<file path="src/sha256_byte_stream_hasher_unit_defines.svh">
// Assertion macros shared by the SHA-256 byte stream hasher sources.
// Define ASSERT_OFF to compile every assertion away.
`ifndef SHA256_BYTE_STREAM_HASHER_UNIT_DEFINES_SVH
`define SHA256_BYTE_STREAM_HASHER_UNIT_DEFINES_SVH
`ifndef ASSERT_OFF
// The condition holds at every clock edge outside reset.
`define SBSH_ASSERT(label, clk, rst_n, cond) \
    label: assert property (@(posedge clk) disable iff (!rst_n) (cond)) \
        else $error("SBSH assertion failed: condition violated");
// The consequent holds in the same cycle as the antecedent.
`define SBSH_ASSERT_IMPL(label, clk, rst_n, ante, cons) \
    label: assert property (@(posedge clk) disable iff (!rst_n) (ante) |-> (cons)) \
        else $error("SBSH assertion failed: implication violated");
// The consequent holds in the cycle after the antecedent.
`define SBSH_ASSERT_NEXT(label, clk, rst_n, ante, cons) \
    label: assert property (@(posedge clk) disable iff (!rst_n) (ante) |=> (cons)) \
        else $error("SBSH assertion failed: next-cycle implication violated");
`else
`define SBSH_ASSERT(label, clk, rst_n, cond)
`define SBSH_ASSERT_IMPL(label, clk, rst_n, ante, cons)
`define SBSH_ASSERT_NEXT(label, clk, rst_n, ante, cons)
`endif
`endif

</file>
<file path="src/sbsh_pkg.sv">
`timescale 1ns / 1ps
// ---------------------------------------------------------------------------
// SHA-256 byte stream hasher package
// Types, round constants, initial hash values and the SHA-256 helper
// functions shared by the hasher modules.
// ---------------------------------------------------------------------------
package sbsh_pkg;

    typedef enum logic [2:0] {
        ST_INIT,
        ST_IDLE,
        ST_LOAD,
        ST_ROUND,
        ST_FOLD,
        ST_OUT_RD,
        ST_OUT_SHOW
    } t_state;

    // Which block a compression pass works on.
    typedef enum logic [1:0] {
        K_DATA,
        K_MARK,
        K_MARK_LEN,
        K_LEN
    } t_kind;

    typedef logic [1:0] t_cmd;

    localparam t_cmd CMD_ABSORB  = 2'd0;
    localparam t_cmd CMD_FINISH  = 2'd1;
    localparam t_cmd CMD_RESTART = 2'd2;

    localparam logic [7:0] PAD_MARK       = 8'h80;
    localparam logic [5:0] FILL_LONG_TAIL = 6'd56;
    localparam logic [3:0] LEN_HI_WORD    = 4'd14;
    localparam logic [3:0] LEN_LO_WORD    = 4'd15;

    localparam logic [31:0] ROUND_K [0:63] = '{
        32'h428a2f98, 32'h71374491, 32'hb5c0fbcf, 32'he9b5dba5,
        32'h3956c25b, 32'h59f111f1, 32'h923f82a4, 32'hab1c5ed5,
        32'hd807aa98, 32'h12835b01, 32'h243185be, 32'h550c7dc3,
        32'h72be5d74, 32'h80deb1fe, 32'h9bdc06a7, 32'hc19bf174,
        32'he49b69c1, 32'hefbe4786, 32'h0fc19dc6, 32'h240ca1cc,
        32'h2de92c6f, 32'h4a7484aa, 32'h5cb0a9dc, 32'h76f988da,
        32'h983e5152, 32'ha831c66d, 32'hb00327c8, 32'hbf597fc7,
        32'hc6e00bf3, 32'hd5a79147, 32'h06ca6351, 32'h14292967,
        32'h27b70a85, 32'h2e1b2138, 32'h4d2c6dfc, 32'h53380d13,
        32'h650a7354, 32'h766a0abb, 32'h81c2c92e, 32'h92722c85,
        32'ha2bfe8a1, 32'ha81a664b, 32'hc24b8b70, 32'hc76c51a3,
        32'hd192e819, 32'hd6990624, 32'hf40e3585, 32'h106aa070,
        32'h19a4c116, 32'h1e376c08, 32'h2748774c, 32'h34b0bcb5,
        32'h391c0cb3, 32'h4ed8aa4a, 32'h5b9cca4f, 32'h682e6ff3,
        32'h748f82ee, 32'h78a5636f, 32'h84c87814, 32'h8cc70208,
        32'h90befffa, 32'ha4506ceb, 32'hbef9a3f7, 32'hc67178f2
    };

    localparam logic [31:0] INIT_H [0:7] = '{
        32'h6a09e667, 32'hbb67ae85, 32'h3c6ef372, 32'ha54ff53a,
        32'h510e527f, 32'h9b05688c, 32'h1f83d9ab, 32'h5be0cd19
    };

    // Control from the sequencer to the compression datapath.
    typedef struct packed {
        logic       load;
        logic [2:0] load_idx;
        logic       sched;
        logic       sched_ram;
        logic [5:0] sched_j;
        logic       round;
        logic [2:0] v_idx;
    } t_core_ctl;

    function automatic logic [31:0] rotr(input logic [31:0] x, input int unsigned n);
        return (x >> n) | (x << (32 - n));
    endfunction

    function automatic logic [31:0] big_sig0(input logic [31:0] x);
        return rotr(x, 2) ^ rotr(x, 13) ^ rotr(x, 22);
    endfunction

    function automatic logic [31:0] big_sig1(input logic [31:0] x);
        return rotr(x, 6) ^ rotr(x, 11) ^ rotr(x, 25);
    endfunction

    function automatic logic [31:0] small_sig0(input logic [31:0] x);
        return rotr(x, 7) ^ rotr(x, 18) ^ (x >> 3);
    endfunction

    function automatic logic [31:0] small_sig1(input logic [31:0] x);
        return rotr(x, 17) ^ rotr(x, 19) ^ (x >> 10);
    endfunction

    // One message word of the block that a pass compresses. Marker passes
    // take stored words below the partial one, merge the pending bytes with
    // the marker byte. The last pass puts the bit count in words 14 and 15.
    function automatic logic [31:0] pad_word(
        input t_kind       kind,
        input logic [3:0]  j,
        input logic [5:0]  fill,
        input logic [23:0] acc,
        input logic [31:0] ram_word,
        input logic [63:0] bits
    );
        logic [31:0] partial;
        logic [31:0] tail;
        logic [31:0] res;
        case (fill[1:0])
            2'd0:    partial = {PAD_MARK, 24'h000000};
            2'd1:    partial = {acc[7:0], PAD_MARK, 16'h0000};
            2'd2:    partial = {acc[15:0], PAD_MARK, 8'h00};
            default: partial = {acc[23:0], PAD_MARK};
        endcase
        if (j == LEN_HI_WORD) begin
            tail = bits[63:32];
        end else if (j == LEN_LO_WORD) begin
            tail = bits[31:0];
        end else begin
            tail = 32'h0;
        end
        case (kind)
            K_DATA: begin
                res = ram_word;
            end
            K_LEN: begin
                res = tail;
            end
            K_MARK, K_MARK_LEN: begin
                if (j < fill[5:2]) begin
                    res = ram_word;
                end else if (j == fill[5:2]) begin
                    res = partial;
                end else if (kind == K_MARK_LEN) begin
                    res = tail;
                end else begin
                    res = 32'h0;
                end
            end
            default: begin
                res = ram_word;
            end
        endcase
        return res;
    endfunction

endpackage

</file>
<file path="src/sbsh_ram.sv">
`timescale 1ns / 1ps
// ---------------------------------------------------------------------------
// Generic simple dual-port RAM
// One write port and one read port with a registered read that updates
// only when a read is requested.
// ---------------------------------------------------------------------------
module sbsh_ram #(
    parameter int WIDTH = 32,
    parameter int DEPTH = 16
) (
    input  logic                     i_clk,
    input  logic                     i_we,
    input  logic [$clog2(DEPTH)-1:0] i_waddr,
    input  logic [WIDTH-1:0]         i_wdata,
    input  logic                     i_re,
    input  logic [$clog2(DEPTH)-1:0] i_raddr,
    output logic [WIDTH-1:0]         o_rdata
);

    logic [WIDTH-1:0] r_mem [DEPTH];
    logic [WIDTH-1:0] r_rdata;

    always_ff @(posedge i_clk) begin
        if (i_we) begin
            r_mem[i_waddr] <= i_wdata;
        end
        if (i_re) begin
            r_rdata <= r_mem[i_raddr];
        end
    end

    assign o_rdata = r_rdata;

endmodule

</file>
<file path="src/sbsh_core.sv">
`timescale 1ns / 1ps
// ---------------------------------------------------------------------------
// SHA-256 compression datapath
// Working variables, a 16-word message schedule window and a one-round-per-
// cycle round unit, with the schedule running one word ahead of the rounds.
// ---------------------------------------------------------------------------
module sbsh_core
    import sbsh_pkg::*;
(
    input  logic        i_clk,
    input  t_core_ctl   i_ctl,
    input  logic [31:0] i_load_word,
    input  logic [31:0] i_msg_word,
    output logic [31:0] o_v_word
);

    logic [31:0] r_v [8];
    logic [31:0] r_w [16];
    logic [31:0] r_wk;

    logic [31:0] w_new;
    logic [31:0] ch;
    logic [31:0] maj;
    logic [31:0] t1;
    logic [31:0] t2;

    always_comb begin
        if (i_ctl.sched_ram) begin
            w_new = i_msg_word;
        end else begin
            w_new = small_sig1(r_w[14]) + r_w[9] + small_sig0(r_w[1]) + r_w[0];
        end
        ch  = (r_v[4] & r_v[5]) ^ (~r_v[4] & r_v[6]);
        maj = (r_v[0] & r_v[1]) ^ (r_v[0] & r_v[2]) ^ (r_v[1] & r_v[2]);
        t1  = r_v[7] + big_sig1(r_v[4]) + ch + r_wk;
        t2  = big_sig0(r_v[0]) + maj;
    end

    always_ff @(posedge i_clk) begin
        if (i_ctl.sched) begin
            for (int k = 0; k < 15; k++) begin
                r_w[k] <= r_w[k+1];
            end
            r_w[15] <= w_new;
            r_wk    <= w_new + ROUND_K[i_ctl.sched_j];
        end
        if (i_ctl.load) begin
            r_v[i_ctl.load_idx] <= i_load_word;
        end else if (i_ctl.round) begin
            r_v[7] <= r_v[6];
            r_v[6] <= r_v[5];
            r_v[5] <= r_v[4];
            r_v[4] <= r_v[3] + t1;
            r_v[3] <= r_v[2];
            r_v[2] <= r_v[1];
            r_v[1] <= r_v[0];
            r_v[0] <= t1 + t2;
        end
    end

    assign o_v_word = r_v[i_ctl.v_idx];

endmodule

</file>
<file path="src/sha256_byte_stream_hasher_unit.sv">
`timescale 1ns / 1ps
// ---------------------------------------------------------------------------
// SHA-256 byte stream hasher
// Absorbs message bytes, compresses full blocks, and on finish reports the
// eight digest words of the padded message without disturbing the running
// state.
// ---------------------------------------------------------------------------
// Absorb requests are taken at one per cycle, except that the byte completing
// a 64-byte block starts a compression (reading the hash memory into the
// working variables, the schedule and round steps, then read-add-write steps
// folding the result back) during which no request is taken. A finish
// request takes one such pass, or two when fewer than nine bytes of room
// remain in the partial block, and then delivers the eight digest words, each
// read from the hash memory before it is shown. The single round unit and the
// one read port of the hash memory account for these stalls. After reset and
// after a restart request the block writes the initial hash values into the
// hash memory before it takes the next request.
`include "sha256_byte_stream_hasher_unit_defines.svh"
module sha256_byte_stream_hasher_unit
    import sbsh_pkg::*;
(
    input  logic        i_clk,
    input  logic        i_rst_n,
    input  logic        i_in_valid,
    output logic        o_in_ready,
    input  logic [1:0]  i_command,
    input  logic [7:0]  i_data_byte,
    output logic        o_out_valid,
    input  logic        i_out_ready,
    output logic [31:0] o_digest_word,
    output logic [2:0]  o_word_index,
    output logic        o_last_word
);

    t_state      r_state, n_state;
    t_kind       r_kind, n_kind;
    logic [3:0]  r_cnt, n_cnt;
    logic [6:0]  r_step, n_step;
    logic [5:0]  r_fill, n_fill;
    logic [23:0] r_acc, n_acc;
    logic [63:0] r_msg, n_msg;

    logic        in_fire;
    logic        out_fire;
    logic        blk_done;
    logic        digest_done;
    logic [2:0]  cnt_m1;
    logic [5:0]  sched_j;
    logic [63:0] bits;
    logic        src_bank;
    logic        dst_bank;

    // Block buffer memory: 16 words of four packed bytes.
    logic        blk_we;
    logic [3:0]  blk_waddr;
    logic [31:0] blk_wdata;
    logic        blk_re;
    logic [3:0]  blk_raddr;
    logic [31:0] blk_q;

    // Hash memory: running hash words in the lower half, the working digest
    // of a finish request in the upper half.
    logic        h_we;
    logic [3:0]  h_waddr;
    logic [31:0] h_wdata;
    logic        h_re;
    logic [3:0]  h_raddr;
    logic [31:0] h_q;

    t_core_ctl   core_ctl;
    logic [31:0] msg_word;
    logic [31:0] v_word;

    sbsh_ram #(
        .WIDTH (32),
        .DEPTH (16)
    ) u_blk_ram (
        .i_clk   (i_clk),
        .i_we    (blk_we),
        .i_waddr (blk_waddr),
        .i_wdata (blk_wdata),
        .i_re    (blk_re),
        .i_raddr (blk_raddr),
        .o_rdata (blk_q)
    );

    sbsh_ram #(
        .WIDTH (32),
        .DEPTH (16)
    ) u_hash_ram (
        .i_clk   (i_clk),
        .i_we    (h_we),
        .i_waddr (h_waddr),
        .i_wdata (h_wdata),
        .i_re    (h_re),
        .i_raddr (h_raddr),
        .o_rdata (h_q)
    );

    sbsh_core u_core (
        .i_clk       (i_clk),
        .i_ctl       (core_ctl),
        .i_load_word (h_q),
        .i_msg_word  (msg_word),
        .o_v_word    (v_word)
    );

    assign o_in_ready    = (r_state == ST_IDLE);
    assign o_out_valid   = (r_state == ST_OUT_SHOW);
    assign o_digest_word = h_q;
    assign o_word_index  = r_cnt[2:0];
    assign o_last_word   = (r_cnt[2:0] == 3'd7);

    assign in_fire     = i_in_valid && o_in_ready;
    assign out_fire    = o_out_valid && i_out_ready;
    assign blk_done    = in_fire && (i_command == CMD_ABSORB) && (r_fill == 6'd63);
    assign digest_done = out_fire && o_last_word;
    assign cnt_m1      = r_cnt[2:0] - 3'd1;
    assign sched_j     = 6'(r_step - 7'd1);
    assign bits        = {r_msg[60:0], 3'b000};
    assign src_bank    = (r_kind == K_LEN);
    assign dst_bank    = (r_kind != K_DATA);
    assign msg_word    = pad_word(r_kind, sched_j[3:0], r_fill, r_acc, blk_q, bits);

    always_comb begin
        n_state = r_state;
        n_kind  = r_kind;
        n_cnt   = r_cnt;
        n_step  = r_step;
        n_fill  = r_fill;
        n_acc   = r_acc;
        n_msg   = r_msg;

        blk_we    = 1'b0;
        blk_waddr = r_fill[5:2];
        blk_wdata = {r_acc, i_data_byte};
        blk_re    = 1'b0;
        blk_raddr = r_step[3:0];

        h_we    = 1'b0;
        h_waddr = {dst_bank, cnt_m1};
        h_wdata = h_q + v_word;
        h_re    = 1'b0;
        h_raddr = {src_bank, r_cnt[2:0]};

        core_ctl           = '0;
        core_ctl.load_idx  = cnt_m1;
        core_ctl.v_idx     = cnt_m1;
        core_ctl.sched_j   = sched_j;
        core_ctl.sched_ram = (sched_j[5:4] == 2'b00);

        case (r_state)
            ST_INIT: begin
                h_we    = 1'b1;
                h_waddr = {1'b0, r_cnt[2:0]};
                h_wdata = INIT_H[r_cnt[2:0]];
                n_cnt   = r_cnt + 4'd1;
                if (r_cnt[2:0] == 3'd7) begin
                    n_cnt   = '0;
                    n_state = ST_IDLE;
                end
            end
            ST_IDLE: begin
                if (in_fire) begin
                    case (i_command)
                        CMD_ABSORB: begin
                            blk_we = (r_fill[1:0] == 2'b11);
                            n_acc  = {r_acc[15:0], i_data_byte};
                            n_fill = r_fill + 6'd1;
                            n_msg  = r_msg + 64'd1;
                            if (r_fill == 6'd63) begin
                                n_kind  = K_DATA;
                                n_cnt   = '0;
                                n_state = ST_LOAD;
                            end
                        end
                        CMD_FINISH: begin
                            n_kind  = (r_fill >= FILL_LONG_TAIL) ? K_MARK : K_MARK_LEN;
                            n_cnt   = '0;
                            n_state = ST_LOAD;
                        end
                        CMD_RESTART: begin
                            n_fill  = '0;
                            n_msg   = '0;
                            n_cnt   = '0;
                            n_state = ST_INIT;
                        end
                        default: begin
                        end
                    endcase
                end
            end
            ST_LOAD: begin
                // Each hash word read is captured into the core in the cycle after its read.
                h_re          = !r_cnt[3];
                core_ctl.load = (r_cnt != 4'd0);
                n_cnt         = r_cnt + 4'd1;
                if (r_cnt[3]) begin
                    n_cnt   = '0;
                    n_step  = '0;
                    n_state = ST_ROUND;
                end
            end
            ST_ROUND: begin
                // Step s reads block word s, schedules word s-1 and runs
                // round s-2.
                blk_re         = (r_step < 7'd16);
                core_ctl.sched = (r_step != 7'd0) && (r_step <= 7'd64);
                core_ctl.round = (r_step >= 7'd2);
                n_step         = r_step + 7'd1;
                if (r_step == 7'd65) begin
                    n_cnt   = '0;
                    n_state = ST_FOLD;
                end
            end
            ST_FOLD: begin
                h_re  = !r_cnt[3];
                h_we  = (r_cnt != 4'd0);
                n_cnt = r_cnt + 4'd1;
                if (r_cnt[3]) begin
                    n_cnt = '0;
                    case (r_kind)
                        K_DATA: begin
                            n_state = ST_IDLE;
                        end
                        K_MARK: begin
                            n_kind  = K_LEN;
                            n_state = ST_LOAD;
                        end
                        default: begin
                            n_state = ST_OUT_RD;
                        end
                    endcase
                end
            end
            ST_OUT_RD: begin
                h_re    = 1'b1;
                h_raddr = {1'b1, r_cnt[2:0]};
                n_state = ST_OUT_SHOW;
            end
            ST_OUT_SHOW: begin
                if (out_fire) begin
                    if (r_cnt[2:0] == 3'd7) begin
                        n_cnt   = '0;
                        n_state = ST_IDLE;
                    end else begin
                        n_cnt   = r_cnt + 4'd1;
                        n_state = ST_OUT_RD;
                    end
                end
            end
            default: begin
                n_state = ST_INIT;
                n_cnt   = '0;
            end
        endcase
    end

    always_ff @(posedge i_clk) begin
        if (!i_rst_n) begin
            r_state <= ST_INIT;
            r_kind  <= K_DATA;
            r_cnt   <= '0;
            r_step  <= '0;
            r_fill  <= '0;
            r_msg   <= '0;
        end else begin
            r_state <= n_state;
            r_kind  <= n_kind;
            r_cnt   <= n_cnt;
            r_step  <= n_step;
            r_fill  <= n_fill;
            r_msg   <= n_msg;
        end
        r_acc <= n_acc;
    end

    `SBSH_ASSERT(a_in_out_exclusive, i_clk, i_rst_n, !(o_in_ready && o_out_valid))
    `SBSH_ASSERT_IMPL(a_step_range, i_clk, i_rst_n, r_state == ST_ROUND, r_step <= 7'd65)
    `SBSH_ASSERT_NEXT(a_block_full, i_clk, i_rst_n, blk_done, r_state == ST_LOAD && r_kind == K_DATA)
    `SBSH_ASSERT_NEXT(a_last_word_done, i_clk, i_rst_n, digest_done, o_in_ready && $stable(r_fill))

endmodule

</file>
<file path="config.mk">
export PLATFORM = sky130hd
export DESIGN_NAME = sha256_byte_stream_hasher_unit
export DESIGN_NICKNAME = d
export VERILOG_FILES = /design/src/sbsh_pkg.sv /design/src/sbsh_ram.sv /design/src/sbsh_core.sv /design/src/sha256_byte_stream_hasher_unit.sv
export VERILOG_INCLUDE_DIRS = /design/src /design/src/src
export SDC_FILE = /design/constraint.sdc
export NUM_CORES = 2
export LEC_CHECK = 0
export BUFFER_PORTS_ARGS = -buffer_cell sky130_fd_sc_hd__buf_4
export CAP_MARGIN = 20
export CORE_AREA = 10 10 305 600
export DETAILED_ROUTE_END_ITERATION = 12
export DIE_AREA = 0 0 315 610
export HOLD_SLACK_MARGIN = 0.15
export PLACE_DENSITY = 0.7
export SYNTH_ARGS = -nofsm -noshare
export SYNTH_HDL_FRONTEND = slang
export SYNTH_SLANG_ARGS = --single-unit
</file>
<file path="constraint.sdc">
create_clock -name i_clk -period 29.4 [get_ports i_clk]
set_input_delay 1.47 -clock i_clk [delete_from_list [all_inputs] [get_ports i_clk]]
set_output_delay 1.47 -clock i_clk [all_outputs]
set_load 0.005 [all_outputs]
</file>
### After elaboration in Yosys (flattened, before gate mapping)

Memory sizes are Yosys's and may differ from the RTL's. A register that Yosys moved wholly into a read port is not among the register bits.
Index checks and enable logic that the tools add are counted.

* register bits after elaboration: 142
* latch bits: 0
* memory bits (writable): 1792
* ROM bits: 2304
* input bits: 14
* output and inout port bits: 38
* memories: 6

* add/subtract/negate cells: 17
* $mul: 0
* divide/modulo/power cells: 0
* order comparisons: 7
* equality and inequality tests: 31
* shift operators: 0
* mux-type cells: 68
* bitwise gates (word level): 30
* reduce and logical (&&, ||, !) cells: 25

Memory list
* (no name shown): depth 64, width 32, rd ports 1, clocked after memory_dff 0, wr ports 0, line sbsh_core.sv:45 `r_wk <= w_new + ROUND_K[i_ctl.sched_j];`
* u_blk_ram.r_mem: depth 16, width 32, rd ports 1, clocked after memory_dff 1, wr ports 1, line sbsh_ram.sv:20 `logic [WIDTH-1:0] r_mem [DEPTH];`
* u_core.r_w: depth 16, width 32, rd ports 16, clocked after memory_dff 0, wr ports 16, line sbsh_core.sv:18 `logic [31:0] r_w [16];`
* u_hash_ram.r_mem: depth 16, width 32, rd ports 1, clocked after memory_dff 1, wr ports 1, line sbsh_ram.sv:20
* (no name shown): depth 8, width 32, rd ports 1, clocked after memory_dff 0, wr ports 0, line sha256_byte_stream_hasher_unit.sv:156 `h_wdata = INIT_H[r_cnt[2:0]];`
* u_core.r_v: depth 8, width 32, rd ports 9, clocked after memory_dff 0, wr ports 8, line sbsh_core.sv:17 `logic [31:0] r_v [8];`

Operator list (count)
* $mux W32: 12
* $add A32 B32 Y32: 11
* $xor A32 B32 Y32: 9
* $pmux W32 S3: 2
* $and A32 B32 Y32: 5
* $pmux W64 S2: 1
* $add A64 B1 Y64 const B: 1
* $mux W4: 8
* $not A32 Y32: 1
* $or A10 B32 Y32: 1
* $or A13 B32 Y32: 1
* $or A14 B32 Y32: 1
* $or A15 B32 Y32: 1
* $or A19 B32 Y32: 1
* $or A21 B32 Y32: 1
* $or A25 B32 Y32: 1
* $or A26 B32 Y32: 1
* $or A30 B32 Y32: 1
* $or A7 B32 Y32: 1
* $reduce_or A32 Y1: 1
* $xor A32 B22 Y32: 1
* $xor A32 B29 Y32: 1
* $mux W3: 9
* $pmux W4 S6: 1
* other kinds (52): 105

### Logic depth before layout (Yosys ltp)

* depth in word-level cells: 10
* depth in mapped cells: 34
* mapped depth without buffers: 32

### Hierarchy

From an unflattened synthesis, not the netlist that was laid out.

* cells, all modules: 6589
* area, all modules: 94891.0 um^2

By module, submodules not included
* sbsh_core: times used 1, cells each 3796, area each 45751.4 um^2, sequential area each 24023.0 um^2
* sbsh_ram (u_hash_ram): times used 1, cells each 838, area each 20174.3 um^2, sequential area each 16335.7 um^2
* sbsh_ram (u_blk_ram): times used 1, cells each 838, area each 20155.6 um^2, sequential area each 16335.7 um^2
* sha256_byte_stream_hasher_unit: times used 1, cells each 1117, area each 8809.7 um^2, sequential area each 2382.3 um^2

### Least setup slack after synthesis

No wires, ideal clock.

* path kind: register to register
* start point: register r_step[1]
* end point: memory u_core.r_w[0][0], enable pin
* setup time: 1464 ps
* data arrival time: 24268 ps
* required time: 27936 ps
* slack: 3668 ps
* cell stages (with the launch flop): 10
* path buffers: 4
* cells stage by stage: dfxtp_1 > buf_2 > buf_1 > inv_1 > clkbuf_1 > ha_1 > clkbuf_1 > a21oi_1 > a31oi_1 > nor2_1

RTL lines
* start: declaration: line sha256_byte_stream_hasher_unit.sv:38 `logic [6:0] r_step, n_step;`
* start signal: assignment: line sha256_byte_stream_hasher_unit.sv:271 `r_step <= n_step;`
* end: declaration: line sbsh_core.sv:18

### Final worst setup path

* start point: register r_step[1]
* end point: register u_core.r_wk[29] (data pin)

* longest elaborated chain between the ends: 10
* elaborated cells between the ends (all ways): 18
* classes of those cells: 2 x add/sub; 1 x order compare; 3 x eq/ne; 9 x mux; 1 x bitwise; 1 x reduce/logical; 1 x memory

Ends and longest elaborated chain
* $sub A6 B1 Y6 (*): line sha256_byte_stream_hasher_unit.sv:119 `assign sched_j = 6'(r_step - 7'd1);`
* $eq A4 B4 Y1: line sbsh_pkg.sv:115 `end else if (j == LEN_LO_WORD) begin`
* $mux W32: line sbsh_pkg.sv:115
* $mux W32: line sbsh_pkg.sv:113 `if (j == LEN_HI_WORD) begin`
* $mux W32: line sbsh_pkg.sv:132 `end else if (kind == K_MARK_LEN) begin`
* $mux W32: line sbsh_pkg.sv:130 `end else if (j == fill[5:2]) begin`
* $mux W32: line sbsh_pkg.sv:128 `if (j < fill[5:2]) begin`
* $pmux W32 S3: line sbsh_pkg.sv:120 `case (kind)`
* $mux W32 (*): line sbsh_core.sv:28 `if (i_ctl.sched_ram) begin`
* named net u_core.w_new[11]: line sbsh_core.sv:21 `logic [31:0] w_new;`
* $add A32 B32 Y32 (*): line sbsh_core.sv:45
* end signal: assignment: line sbsh_core.sv:45
* end: declaration: line sbsh_core.sv:19 `logic [31:0] r_wk;`

The timed path passes the listed nets; every way through them passes the cells marked *. The select of a mux whose other input is x is not followed.
A chain may end at the register's enable or synchronous reset.

==> impl_metrics.csv <==
group,metric,value,unit
clock_network,root_buffer,"clkbuf_16",
placement,dpl_cell_area,98040,sq um
logic_synthesis,synth_ff_type,"edfxtp_1",
worst_setup_path,required,29980,ps
clock_network,cts-htree-levels,4,
finish,multi_input_area,33310,sq um
worst_setup_path,crit_path_end_kind,"register",
outcome,status,"finished clean",
sta,fmax,122.6,MHz
worst_setup_path,r2r_cells,22,
worst_setup_path,r2r-end,"u_core.r_wk[29]",
clock_network,ctsHoldBuffers,0,
sta,finalHoldViolCount,0,
finish,fin_nets,7037,
floorplan,ios,52,
worst_setup_path,cp-startpoint,"r_step[1]",
clock_network,cts_setup_buffers,0,
logic_synthesis,synth_nets,7008,
floorplan,core_area,173200,sq um
route,routed_via_density,6.478,
pwr,p_sw_frac,0.2230,
sta,slew_headroom,0.2089,
clock_network,ctsResizeCount,0,
pwr,power.density,55.94,nW/um^2
logic_synthesis,ys_warn_count,0,
logic_synthesis,syn_area,94530,sq um
pwr,p_clk_frac,0.392,
floorplan,dieWidth,315,um
sta,finalMaxSlewViolations,0,
worst_setup_path,slowest_delay,850,ps
min_path,hold_depth,0,
worst_setup_path,timing.reg2reg.setup_slack,21240,ps
pwr,peakVddDrop,0.06380,mV
worst_setup_path,r2r_start,"r_step[1]",
logic_synthesis,avgSynthCellArea,14.32,sq um
logic_synthesis,synth_edf_count,1912,
pwr,p_sw,0.001293,W
finish,nFillCells,13030,
placement,io_buffers,51,
pwr,power_leakage,35.35,nW
clock_network,cts.sinks,1995,
logic_synthesis,ys_ff_latch,1995,
pwr,p_int,0.004506,W
min_path,hold_path_end,"u_core.r_w[1][133]",
worst_setup_path,critPathTopFamily,"compound AO/OA/AOI/OAI gates",
worst_setup_path,crit_fanout,81,
pwr,pwr-share-seq,0.542,
clock_network,cts_tree,"built",
worst_setup_path,worstPathArrival,8740,ps
worst_setup_path,path_buf_inv,3,
route,drt_iter0_drc,6731,
clock_network,path_clk_slew,70,ps
pwr,finalPower,0.005800,W
floorplan,initial_core_util,0.5457,
logic_synthesis,async_flop_share,0,
global_routing,grt_pass1_wl,413900,um
min_path,hp-class,"register to register",
floorplan,dieArea,192200,sq um
pwr,comb_power_share,0.066,
finish,syn_to_final_growth,9.681,%
floorplan,placementRows,216,
min_path,hp-start,"u_core.r_w[1][165]",
placement,gp_congestion,1.050,
global_routing,grt_start_max_net_pins,165,
route,drc,0,
clock_network,clock_latency,850,ps
route,drt_pass1_iterations,8,
finish,seqCellArea,59100,sq um
sta,fin_crit_sh,0.2774,
worst_setup_path,path_cells,"inv_1 > ha_1 > ha_4 > buf_4 > nor2b_1 > and2_1 > buf_4 > a22o_1 > a22o_1 > a221oi_1 > a21oi_1 > ha_1 > and3_1 > nand3_1 > a2111oi_0 > o31ai_1 > nand2_1 > a211o_1 > and2_1 > a21o_1 > a21oi_1 > xnor2_1",
finish,final_area,103700,sq um
sta,tightest_slew,1178,ps
finish,fin_util,0.5985,
sta,fin_setup_tns,0,ps
logic_synthesis,netlist_instances,6603,
clock_network,clockBufferDepth,4,
placement,dp_hpwl,197000,um
worst_setup_path,slowest_stage,"dfxtp_4",
route,dr_total_vias,58670,
sta,setup_viol,0,
worst_setup_path,crit_type,"register to register",
global_routing,antenna_found_initial,7,
global_routing,track_usage,0.2985,
flow_run,maxCapViolCount,0,
floorplan,die_h,610,um
sta,rsz0062_at_grt,"false",
worst_setup_path,worstSetupStartpointType,"register",
route,routed_wl,289300,um
logic_synthesis,synth.distinct_cells,103,
route,ant_nets,0,
logic_synthesis,seq_area_frac_synth,0.6250,
route,wl_per_cell,31.94,um
sta,finClkSkew,47.71,ps
clock_network,numCtsBuffers,176,
global_routing,grt-ovfl-total,0,
finish,drive_above_1_share,0.1361,
global_routing,grt_pass1_vias,59180,
sta,post-route-min-period,8155,ps
-- cell usage after synthesis (14+ instances only) --
cell / count / area, sq um
a211oi_1: 40 / 300.3
a21boi_0: 16 / 120.1
a21o_1: 140 / 1051
a21oi_1: 264 / 1321
a221oi_1: 55 / 481.7
a22o_1: 70 / 613.1
a22oi_1: 87 / 653.1
a311oi_1: 14 / 122.6
a31oi_1: 50 / 312.8
and2_1: 21 / 131.4
and3_1: 35 / 219.0
buf_1: 54 / 202.7
clkbuf_1: 288 / 1081
dfxtp_1: 83 / 1662
edfxtp_1: 1912 / 57420
fa_1: 160 / 3203
ha_1: 231 / 2890
inv_1: 342 / 1284
mux2_2: 32 / 360.4
mux2i_1: 17 / 170.2
mux4_2: 320 / 7207
nand2_1: 643 / 2414
nand2b_1: 44 / 275.3
nand3_1: 108 / 540.5
nand4_1: 41 / 256.5
nor2_1: 294 / 1104
nor2b_1: 41 / 256.5
nor3_1: 70 / 350.3
o2111ai_1: 18 / 157.7
o211ai_1: 33 / 247.7
o21a_1: 35 / 262.8
o21ai_0: 297 / 1486
o21bai_1: 16 / 120.1
o311ai_0: 15 / 131.4
o31ai_1: 33 / 247.7
or3_1: 30 / 187.7
xnor2_1: 291 / 2549
xor2_1: 169 / 1480
-- worst reg2reg max path, cell delays in order (launching register included) --
cell	delay [ps]
dfxtp_4	850
inv_1	490
ha_1	480
ha_4	650
buf_4	780
nor2b_1	390
and2_1	270
buf_4	230
a22o_1	260
a22o_1	230
a221oi_1	310
a21oi_1	130
ha_1	440
and3_1	270
nand3_1	140
a2111oi_0	850
o31ai_1	180
nand2_1	250
a211o_1	190
and2_1	160
a21o_1	130
a21oi_1	70
xnor2_1	130
-- kinds of logic after synthesis --
group,count (synthesis),share of synthesized area
buf+inv,698,0.02801
mux,369,0.08185
xor+xnor,461,0.04286
fa+ha+maj,393,0.06467
flops,1995,0.6250
compound gates,1280,0.09006
simple gates,1407,0.06758
-- layer usage --
metal | routed length [um] | up-vias | global-route usage
met5 | 27 | - | 0
met4 | 28930 | 4 | 0.2456
met3 | 21200 | 994 | 0.05464
met2 | 144200 | 2998 | 0.5032
met1 | 94890 | 29700 | 0.3252
li1 | - | 24980 | -
-- cell usage in the layout, fill, tap and decap left out, types with 44 or more instances in the layout --
cell	synthesis	final
a22oi_1	87	87
edfxtp_1	1912	1912
a21o_1	140	140
fa_1	160	160
inv_1	342	342
nand2b_1	44	44
clkbuf_16	0	181
a21oi_1	264	262
mux4_2	320	320
nand2_1	643	640
xor2_1	169	167
o21ai_0	297	290
ha_1	231	230
dfxtp_1	83	77
a31oi_1	50	50
nand3_1	108	108
nor2_1	294	263
buf_4	4	194
xnor2_1	291	287
nor3_1	70	60
a221oi_1	55	55
a22o_1	70	70
-- registers in the layout, summed over array words and instances, names as in the netlist --
signal              count
u_core.r_v            256
u_core.r_wk            32
r_step                  7
u_hash_ram.r_mem      512
r_msg                  61
r_fill                  6
u_blk_ram.o_rdata      32
r_state                 3
u_hash_ram.o_rdata     32
r_acc                  24
r_kind                  2
u_core.r_w            512
r_cnt                   4
u_blk_ram.r_mem       512
-- layout make-up --
type,instances,area share
flip-flops and latches,1995,0.5700
multi-input cells,3910,0.3213
clock buffers,209,0.04470
well taps,2289,0.02762
repair buffers,202,0.01543
inverters,347,0.01256
clock inverters,99,0.008206
diodes,6,0.0001448
-- worst max-delay path by stage --
stage / to / slack (ps) / cells after the start
floorplan: u_core.r_w[0][0] / 3670 / 9
global placement: u_core.r_v[0][31] / 21370 / 32
detailed placement: u_core.r_v[0][31] / 21350 / 32
CTS: u_core.r_v[0][31] / 21320 / 32
global route: u_core.r_wk[30] / 20770 / 24
finish: u_core.r_wk[29] / 21240 / 22
-- power groups by stage --
stage | clock (W) | combinational [W] | sequential, W
6_report | 0.00228 | 0.000383 | 0.00314
3_3_place_gp | 0 | 0.000364 | 0.00320
3_5_place_dp | 0 | 0.000371 | 0.00320
4_1_cts | 0.00231 | 0.000372 | 0.00314
5_1_grt | 0.00241 | 0.000403 | 0.00314
2_1_floorplan | 0 | 0.000240 | 0.00320
-- through the flow --
stage	cells	hold WS (ps)	setup WS [ps]
after floorplan	6603	400.3	3668
after global placement	8734	400.2	21370
after detailed placement	8734	404.5	21350
after CTS	9042	396.9	21320
after global routing	9052	412.4	20770
final	9057	403.7	21240
(Power assumes the default switching activity.)
